[src/ura_pkg.sv]
package ura_pkg;

  localparam int CNT_W = 4;
  localparam int CHAR_W = 7;

  localparam logic [1:0] KIND_DEC = 2'd0;
  localparam logic [1:0] KIND_HEX_UPPER = 2'd1;
  localparam logic [1:0] KIND_HEX_LOWER = 2'd2;

  localparam logic [CHAR_W-1:0] ASCII_ZERO = 7'h30;
  localparam logic [CHAR_W-1:0] ASCII_UPPER_A = 7'h41;
  localparam logic [CHAR_W-1:0] ASCII_LOWER_A = 7'h61;

  typedef enum logic [1:0] {
    ST_IDLE,
    ST_CONV,
    ST_SKIP,
    ST_EMIT
  } ura_state_t;

  typedef struct packed {
    logic load;
    logic hex;
    logic step;
  } ura_op_t;

  typedef struct packed {
    logic             valid;
    logic             last;
    logic             lower;
    logic [CNT_W-1:0] count;
  } ura_emit_t;

  // decimal digits needed for the largest value of the given width
  function automatic int dec_digits(int bits);
    longint unsigned m;
    int n;
    m = (bits >= 64) ? 64'hFFFF_FFFF_FFFF_FFFF : ((64'd1 << bits) - 64'd1);
    n = 0;
    for (int i = 0; i < 20; i++) begin
      if (m != 64'd0) begin
        n = n + 1;
        m = m / 64'd10;
      end
    end
    return (n == 0) ? 1 : n;
  endfunction

endpackage

[src/ura_dabble.sv]
module ura_dabble
  import ura_pkg::*;
#(
  parameter int W = 32,
  parameter int ND = 10,
  parameter int IW = 4
) (
  input  logic          clk,
  input  ura_op_t       op,
  input  logic [W-1:0]  value_in,
  input  logic [IW-1:0] rd_idx,
  output logic [3:0]    rd_digit
);

  localparam int BW = ND * 4;

  logic [BW-1:0] bcd;
  logic [W-1:0]  bin;
  logic [BW-1:0] adj;

  // add 3 to every digit of 5 or more before the shift
  always_comb begin
    for (int i = 0; i < ND; i++) begin
      if (bcd[i*4 +: 4] >= 4'd5) begin
        adj[i*4 +: 4] = bcd[i*4 +: 4] + 4'd3;
      end else begin
        adj[i*4 +: 4] = bcd[i*4 +: 4];
      end
    end
  end

  always_ff @(posedge clk) begin
    if (op.load) begin
      if (op.hex) begin
        bcd <= BW'(value_in);
        bin <= '0;
      end else begin
        bcd <= '0;
        bin <= value_in;
      end
    end else if (op.step) begin
      {bcd, bin} <= {adj[BW-2:0], bin, 1'b0};
    end
  end

  assign rd_digit = bcd[rd_idx*4 +: 4];

endmodule

[src/ura_ctrl.sv]
module ura_ctrl
  import ura_pkg::*;
#(
  parameter int W = 32,
  parameter int ND = 10,
  parameter int IW = 4
) (
  input  logic          clk,
  input  logic          rst,
  input  logic          in_valid,
  output logic          in_ready,
  input  logic [1:0]    kind,
  input  logic          out_free,
  input  logic [3:0]    rd_digit,
  output ura_op_t       op,
  output logic [IW-1:0] rd_idx,
  output ura_emit_t     emit
);

  localparam int SW = (W > 1) ? $clog2(W) : 1;

  ura_state_t       state, state_next;
  logic [IW-1:0]    idx, idx_next;
  logic [SW-1:0]    step_cnt, step_cnt_next;
  logic             lower, lower_next;
  logic [CNT_W-1:0] count, count_next;

  always_ff @(posedge clk) begin
    if (rst) begin
      state <= ST_IDLE;
    end else begin
      state <= state_next;
    end
    idx      <= idx_next;
    step_cnt <= step_cnt_next;
    lower    <= lower_next;
    count    <= count_next;
  end

  always_comb begin
    state_next    = state;
    idx_next      = idx;
    step_cnt_next = step_cnt;
    lower_next    = lower;
    count_next    = count;
    in_ready      = 1'b0;
    op            = '0;
    emit          = '0;
    emit.last     = (idx == '0);
    emit.lower    = lower;
    emit.count    = (idx == '0) ? count : '0;
    unique case (state)
      ST_IDLE: begin
        in_ready = 1'b1;
        if (in_valid) begin
          op.load       = 1'b1;
          op.hex        = (kind != KIND_DEC);
          lower_next    = kind[1];
          step_cnt_next = '0;
          idx_next      = IW'(ND - 1);
          state_next    = (kind != KIND_DEC) ? ST_SKIP : ST_CONV;
        end
      end
      ST_CONV: begin
        op.step       = 1'b1;
        step_cnt_next = step_cnt + SW'(1);
        if (step_cnt == SW'(W - 1)) begin
          state_next = ST_SKIP;
        end
      end
      ST_SKIP: begin
        if (rd_digit == 4'd0 && idx != '0) begin
          idx_next = idx - IW'(1);
        end else begin
          count_next = CNT_W'({1'b0, idx} + (IW + 1)'(1));
          state_next = ST_EMIT;
        end
      end
      ST_EMIT: begin
        emit.valid = out_free;
        if (out_free) begin
          if (idx == '0) begin
            state_next = ST_IDLE;
          end else begin
            idx_next = idx - IW'(1);
          end
        end
      end
      default: begin
        state_next = ST_IDLE;
      end
    endcase
  end

  assign rd_idx = idx;

endmodule

[src/unsigned_radix_to_ascii_unit.sv]
// Unsigned number to ASCII digit stream.
// Input channel s_*: one transfer carries a 32-bit value in s_tdata and a kind in
// s_tuser (0 decimal, 1 upper-case hex, 2 or 3 lower-case hex). Only the low
// VALUE_BITS bits of the value are used.
// Output channel m_*: one transfer per character, most significant digit first,
// leading zeros dropped, zero gives a single '0'. m_tlast marks the final
// character, which also carries the character count; other counts are zero.
// Timing: the input is taken only when the unit is idle. Decimal runs one
// shift-and-adjust step per value bit, hex loads directly. A leading zero scan
// then steps past each suppressed digit, and characters leave at one per cycle
// while the receiver keeps up. The single digit register and its step unit mean
// a new value is taken only once the last character has entered the output
// register.
// A stalled receiver holds the output register and the emit sequence waits;
// nothing is dropped. A new value may be taken while the last character waits.
// Reset returns the sequencer to idle and empties the output register.
module unsigned_radix_to_ascii_unit
  import ura_pkg::*;
#(
  parameter int VALUE_BITS = 32
) (
  input  logic        clk,
  input  logic        rst,
  input  logic        s_tvalid,
  output logic        s_tready,
  input  logic [31:0] s_tdata,   // value
  input  logic [1:0]  s_tuser,   // kind
  output logic        m_tvalid,
  input  logic        m_tready,
  output logic [15:0] m_tdata,   // digit_char[6:0], digit_count[10:7], zero fill
  output logic        m_tlast    // last_digit
);

  localparam int W = (VALUE_BITS < 32) ? VALUE_BITS : 32;
  localparam int ND_DEC = dec_digits(W);
  localparam int ND_HEX = (W + 3) / 4;
  localparam int ND = (ND_DEC > ND_HEX) ? ND_DEC : ND_HEX;
  localparam int IW = (ND > 1) ? $clog2(ND) : 1;

  ura_op_t          op;
  ura_emit_t        emit;
  logic [IW-1:0]    rd_idx;
  logic [3:0]       rd_digit;
  logic             out_free;
  logic [CHAR_W-1:0] char_code;
  logic [CHAR_W-1:0] out_char;
  logic [CNT_W-1:0]  out_count;

  ura_ctrl #(.W(W), .ND(ND), .IW(IW)) u_ctrl (
    .clk      (clk),
    .rst      (rst),
    .in_valid (s_tvalid),
    .in_ready (s_tready),
    .kind     (s_tuser),
    .out_free (out_free),
    .rd_digit (rd_digit),
    .op       (op),
    .rd_idx   (rd_idx),
    .emit     (emit)
  );

  ura_dabble #(.W(W), .ND(ND), .IW(IW)) u_dabble (
    .clk      (clk),
    .op       (op),
    .value_in (s_tdata[W-1:0]),
    .rd_idx   (rd_idx),
    .rd_digit (rd_digit)
  );

  always_comb begin
    if (rd_digit < 4'd10) begin
      char_code = ASCII_ZERO + CHAR_W'(rd_digit);
    end else if (emit.lower) begin
      char_code = ASCII_LOWER_A + CHAR_W'(rd_digit) - CHAR_W'(10);
    end else begin
      char_code = ASCII_UPPER_A + CHAR_W'(rd_digit) - CHAR_W'(10);
    end
  end

  assign out_free = !m_tvalid || m_tready;

  always_ff @(posedge clk) begin
    if (rst) begin
      m_tvalid <= 1'b0;
    end else if (out_free) begin
      m_tvalid <= emit.valid;
    end
    if (emit.valid) begin
      out_char  <= char_code;
      out_count <= emit.count;
      m_tlast   <= emit.last;
    end
  end

  assign m_tdata = {5'd0, out_count, out_char};

  a_last_count: assert property (@(posedge clk) disable iff (rst)
    m_tvalid && m_tlast |-> out_count != '0)
    else $error("last character without a count");

  a_mid_count: assert property (@(posedge clk) disable iff (rst)
    m_tvalid && !m_tlast |-> out_count == '0)
    else $error("count on a character that is not last");

  a_char_range: assert property (@(posedge clk) disable iff (rst)
    m_tvalid |-> out_char >= ASCII_ZERO)
    else $error("character below ASCII zero");

  a_busy_no_take: assert property (@(posedge clk) disable iff (rst)
    emit.valid |-> !s_tready)
    else $error("input taken while emitting");

endmodule

[config.mk]
export PLATFORM = sky130hd
export DESIGN_NAME = unsigned_radix_to_ascii_unit
export DESIGN_NICKNAME = d
export VERILOG_FILES = /design/src/ura_pkg.sv /design/src/ura_dabble.sv /design/src/ura_ctrl.sv /design/src/unsigned_radix_to_ascii_unit.sv
export SDC_FILE = /design/constraint.sdc
export NUM_CORES = 1
export LEC_CHECK = 0
export BUFFER_PORTS_ARGS = -buffer_cell sky130_fd_sc_hd__buf_2
export CAP_MARGIN = 15
export CORE_MARGIN = 3
export CORE_UTILIZATION = 41
export CTS_CLUSTER_SIZE = 10
export DETAILED_ROUTE_END_ITERATION = 10
export PLACE_DENSITY = 0.57
export SETUP_SLACK_MARGIN = 0.3
export SKIP_LAST_GASP = 1
export SYNTH_ARGS = -nofsm -noshare
export SYNTH_HDL_FRONTEND = slang
export SYNTH_HIERARCHICAL = 1
export SYNTH_SLANG_ARGS = --single-unit
[constraint.sdc]
create_clock -name clk -period 2.9 [get_ports clk]
set_input_delay 0.145 -clock clk [delete_from_list [all_inputs] [get_ports clk]]
set_output_delay 0.145 -clock clk [all_outputs]
set_load 0.02 [all_outputs]
# Yosys cells after proc, flatten, opt, wreduce, memory -nomap -nowiden
# Cells that the tools add are included.
# classes
add_sub_neg,18
magnitude_cmp,11
eq_ne,11
shift,1
n_mux,37
bitwise_logic,1
n_reduce_logical,16
# op_table
operator,count
2-to-1 mux 32 bit,4
2-to-1 mux 40 bit,2
2-to-1 mux 4 bit,13
greater-or-equal comparator 4 x 3 -> 1 bit (second input constant),10
variable part select 40 x 7 -> 4 bit,1
adder 4 x 2 -> 4 bit (second input constant),9
2-to-1 mux 2 bit,8
2-to-1 mux 7 bit,2
subtractor 7 x 4 -> 7 bit (second input constant),2
one-hot mux 4 bit (3 select lines),1
one-hot mux 5 bit (2 select lines),1
AND reduction 5 bit,2
logical NOT 4 bit,2
!= test 2 bit (second input constant),4
one-hot mux 2 bit (4 select lines),1
adder 6 x 4 -> 7 bit (first input constant),1
adder 6 x 5 -> 7 bit (first input constant),1
adder 7 x 4 -> 7 bit (first input constant),1
!= test 2 x 1 -> 1 bit (second input constant),3
AND reduction 2 bit,3
nonzero test 2 bit,3
adder 5 x 1 -> 5 bit (second input constant),1
equality test 5 bit (second input constant),1
2-to-1 mux 5 bit,1
15 further kinds,18
# totals
register_bits,101
input_bits,38
out_inout_bits,19

# Depth between registers and ports, before layout
# depth
depth_word,5
ltp_mapped,11
mapped_depth_nobuf,9

# Cells and area by module
# The synthesis kept the hierarchy.
# by_module_without_submodules
module,n_inst,cells_each,area_each_um2,seq_area_each_um2
ura_dabble,1,418,4231.6,2162.1
ura_ctrl,1,80,919.6,460.4
unsigned_radix_to_ascii_unit,1,40,541.8,380.4

# Worst setup path before layout
# OpenSTA, ideal clock, no wires.
# synth_timing
path_type,register to register
start,register u_ctrl.idx[0] (netlist: u_ctrl/rd_idx[0])
end,register u_ctrl.idx[0] (netlist: u_ctrl/rd_idx[0]) (enable)
arrival_time_ns,2.289
required_time_ns,2.528
slack_ns,0.239
stages_incl_launch_ff,8
n_path_buf,1
path_cell_list,edfxtp_1 buf_6 mux4_2 nor2_1 o22ai_1 nor4_1 nand3_1 a211oi_1
# synth_via
elab_chain_cells,5
# synth_lines
element,line_no,text
start: declaration,ura_ctrl.sv:23,"logic [IW-1:0] idx, idx_next;"
start signal: assignment,ura_ctrl.sv:34,idx <= idx_next;
variable part select 40 x 7 -> 4 bit,ura_dabble.sv:46,assign rd_digit = bcd[rd_idx*4 +: 4];
net rd_digit[1],unsigned_radix_to_ascii_unit.sv:43,logic [3:0] rd_digit;
logical NOT 4 bit,ura_ctrl.sv:72,if (rd_digit == 4'd0 && idx != '0) begin
logical AND 1 bit,ura_ctrl.sv:72,
!= test 2 x 1 -> 1 bit (no line),-,
AND reduction 5 bit (no line),-,
# The timed path passes the listed nets, and every way through them passes these cells.
# A chain may end at the register's enable or synchronous reset.

# Worst setup path in the final report
# layout_timing
start,register u_ctrl.idx[0] (netlist: u_ctrl/rd_idx[0])
end,register u_ctrl.idx[1] (netlist: u_ctrl/rd_idx[1]) (enable)
# Same word-level chain as after synthesis.

==> metrics.cfg <==
[detailed_routing]
drtIter0Drc=285
viasPerCell=5.096
avgRoutedWirePerCell_um=14.69
dr.pass1.iters=4
drc=0
via_count=3975
routed_wl_mm=11.46
antenna_left=0

[pwr]
leakagePower_nw=2.626
pwr-share-seq=0.395
powerDensity_nw_per_um2=1212
p_clk_frac=0.171
switchingPower_mw=2.985
ir_drop_mv=0.4864
swShare=0.3726
intPower_mw=5.027
power_frac_comb=0.434

[logic_synthesis]
synthMuxAreaShare=0.05143
ys_ff_latch=101
synth_top_family_by_area=compound AO/OA/AOI/OAI gates
synth_edf_count=98
avgSynthCellArea_sq_um=10.58
synthArstFlopShare=0
synthCells=538
yosysTopAreaCellShare=0.5169
synth.most_common_cell=edfxtp_1
ys.flop_type=edfxtp_1
synth_common_cells=98 x edfxtp_1, 70 x nand2_1, 69 x o21ai_0, 62 x inv_1, 30 x ha_1
synth_cell_types=45
synth_compound_area_frac=0.1259
synth_area_leader_cell=edfxtp_1
netlist_top_cells_area=edfxtp_1 52%, ha_1 6.6%, o21ai_0 6.1%
synth_fa_ha_area_frac=0.06593
synth.cell_area_sq_um=5693
yosys_warnings=6
yosys.area_share.simple=0.1176
synth-xor-area-share=0.04000
yosysSeqAreaShare=0.5275

[cells_and_area]
multi_input_area_sq_um=2359
fin_nets=668
antenna_cells=0
stdcell_area_sq_um=6609
syn2layout_area_growth_pct=16.09
drive_gt1_frac=0.1854
final.fill_count=1217
utilization=0.4932
seq_area_sq_um=3003

[setup_path]
r2r_cells=8
critPathKind=flip-flop to flip-flop
path_delay_family=simple AND/OR/NAND/NOR gates
cp.arrival_ns=2.54
ff2ff_setup_slack_ns=0.39
crit_path_top_delay_cell=mux4_2
cp_max_fo=6
cp_cell_sequence=buf_6 > buf_6 > mux4_2 > nor2_4 > o22ai_4 > nor4_4 > nand3_2 > a211oi_4
slowest_delay_ns=0.52
crit_buf_inv=2
worst_path_most_repeated_cell=buf_6
critPathRequiredTime_ns=2.93
rr_endpoint=u_ctrl/rd_idx[1]
r2r-start=u_ctrl/rd_idx[0]
cp-start-kind=flip-flop
endpoint_kind=flip-flop

[worst_hold_path]
min_path_cells=3
min_from=s_tdata[18]
min_path_type=input pin to flip-flop
min_to=u_dabble/bin[18]

[clock_network]
cts-root-buf=clkbuf_16
cts.sinks=101
clkSlewWorstSetupHoldPaths_ns=0.07
cts_buffers=9
worstSkewPairLatency_ns=0.35
tritoncts=done
clock_path_buffers=2
h-tree-depth=3

[sta]
fin_worst_hold_slack_ns=0.08024
finalSetupViolCount=0
skew_ns=0.009117
slew-limit-headroom=0.5280
post-route-period-util=0.8653
tightest_slew_ns=0.7006
finalSetupTns_ns=0
slew_violations=0
hold_viol=0
rsz0062_at_grt=yes
timing.final.crit_period_ns=2.509
fmax_ghz=0.3985

[floorplan]
fp.dieW_um=123.8
dieArea_sq_um=15340
die_h_um=123.8
boundaryPins=57
start_util=0.4248
core.rowCount=42
core_area_sq_um=13400

[run_status]
outcome=completed

[global_route]
track_usage=0.1580
use_met3=0.02861
grt_pass1_wl_mm=18.79
antenna_found_initial=0
grt_util_met1=0.2171
overflow=0
grt_max_degree=73
busiest_layer=met2
grt_use_met2=0.2430
first_global_vias=3810

[placement]
gp_congestion=0.8465
postPlaceCellArea_sq_um=6136
io_buffers=51
post-dp-hpwl_mm=8.064

[flow_run]
cap_violations=0

layer usage:
metal / up-vias / part of all wire
met5: - / 0
met2: 84 / 0.46
met4: 0 / 0.021
li1: 1979 / -
met1: 1896 / 0.48
met3: 16 / 0.040
layout by cell type (no fill, tap or decap), types with 2 or more instances in the layout:
| cell | synthesis | layout |
|---|---|---|
| conb_1 | 1 | 5 |
| dfxtp_1 | 3 | 3 |
| a31oi_1 | 4 | 4 |
| xnor2_1 | 15 | 15 |
| nor2b_1 | 5 | 5 |
| buf_2 | 7 | 51 |
| o31ai_1 | 7 | 7 |
| ha_1 | 30 | 30 |
| edfxtp_1 | 98 | 98 |
| nand3_1 | 5 | 4 |
| and2_1 | 8 | 8 |
| nor3_1 | 3 | 3 |
| a211oi_1 | 4 | 3 |
| buf_12 | 1 | 2 |
| o21ai_0 | 69 | 68 |
| clkbuf_16 | 0 | 9 |
| o22ai_1 | 4 | 3 |
| xor2_1 | 11 | 11 |
| dlygate4sd3_1 | 0 | 2 |
| buf_6 | 2 | 3 |
| mux4_2 | 4 | 4 |
| inv_2 | 1 | 2 |
| o21ai_1 | 6 | 6 |
| mux2_2 | 10 | 10 |
| buf_4 | 9 | 14 |
| nand2b_1 | 14 | 14 |
| a21oi_1 | 26 | 26 |
| nor3b_1 | 9 | 9 |
| bufinv_16 | 0 | 3 |
| mux2i_1 | 9 | 9 |
| nor2_1 | 21 | 20 |
| inv_1 | 62 | 61 |
| nand2_1 | 70 | 70 |
kinds of logic after synthesis:
kind of cell               Yosys count
muxes                               23
AOI/OAI and AO/OA                  127
xor gates and xnor gates            26
buffers and inverters               88
other                                1
DFF                                101
and+or+nand+nor                    142
adders and majority gates           30
repair_timing:
action                                  4_1_cts  5_1_grt
endpoints found under the setup margin        4        8
buffers inserted                              3        4
hold buffers                                  2        0
pin swaps                                     0        5
endpoints found under the hold margin         3        0
gates resized for setup                       2       12
how the worst max path moves through the flow:
| stage | startpoint | endpoint | depth (start not counted) |
|---|---|---|---|
| 2_1_floorplan | u_ctrl/rd_idx[0] | u_ctrl/rd_idx[0] | 7 |
| 3_3_place_gp | u_ctrl/rd_idx[0] | u_ctrl/rd_idx[0] | 7 |
| 3_5_place_dp | u_ctrl/rd_idx[0] | u_ctrl/rd_idx[1] | 7 |
| 4_1_cts | u_ctrl/rd_idx[0] | u_ctrl/rd_idx[1] | 8 |
| 5_1_grt | u_ctrl/rd_idx[0] | u_ctrl/rd_idx[1] | 8 |
| 6_report | u_ctrl/rd_idx[0] | u_ctrl/rd_idx[1] | 8 |
cell type report:
class / count / share of cell area
repair buffers: 72 / 0.06872
well taps: 176 / 0.03332
flip-flops and latches: 101 / 0.4544
clock inverters: 6 / 0.01685
clock buffers: 9 / 0.03408
inverters: 63 / 0.03578
multi-input cells: 353 / 0.3569
stage by stage:
stage	power [mW]	cells	setup WS (ns)
after floorplan	5.608	542	0.3862
after global placement	6.400	756	0.2353
after detailed placement	6.496	756	0.1120
after CTS	7.968	776	0.3423
after global routing	8.658	780	0.2584
final	8.013	780	0.3908
state kept, by name (all words and copies together), names as in the netlist, 2 cells and up:
signal,count
out_char,7
out_count,4
u_ctrl/count,4
u_dabble/bcd,40
u_dabble/bin,32
u_ctrl/state,2
u_ctrl/rd_idx,4
u_ctrl/step_cnt,5
power by group through the flow:
stage	clock network (mW)	logic (mW)	registers, mW
after detailed placement	0	3.29	3.21
after floorplan	0	2.56	3.05
after global routing	1.47	3.94	3.25
final	1.37	3.48	3.16
after CTS	1.41	3.40	3.16
after global placement	0	3.21	3.19
tightest hold or removal path, stage by stage:
cell	delay [ns]
buf_2	0.09
nand2_1	0.04
o21ai_0	0.05
Power figures use the tool's default switching activity.
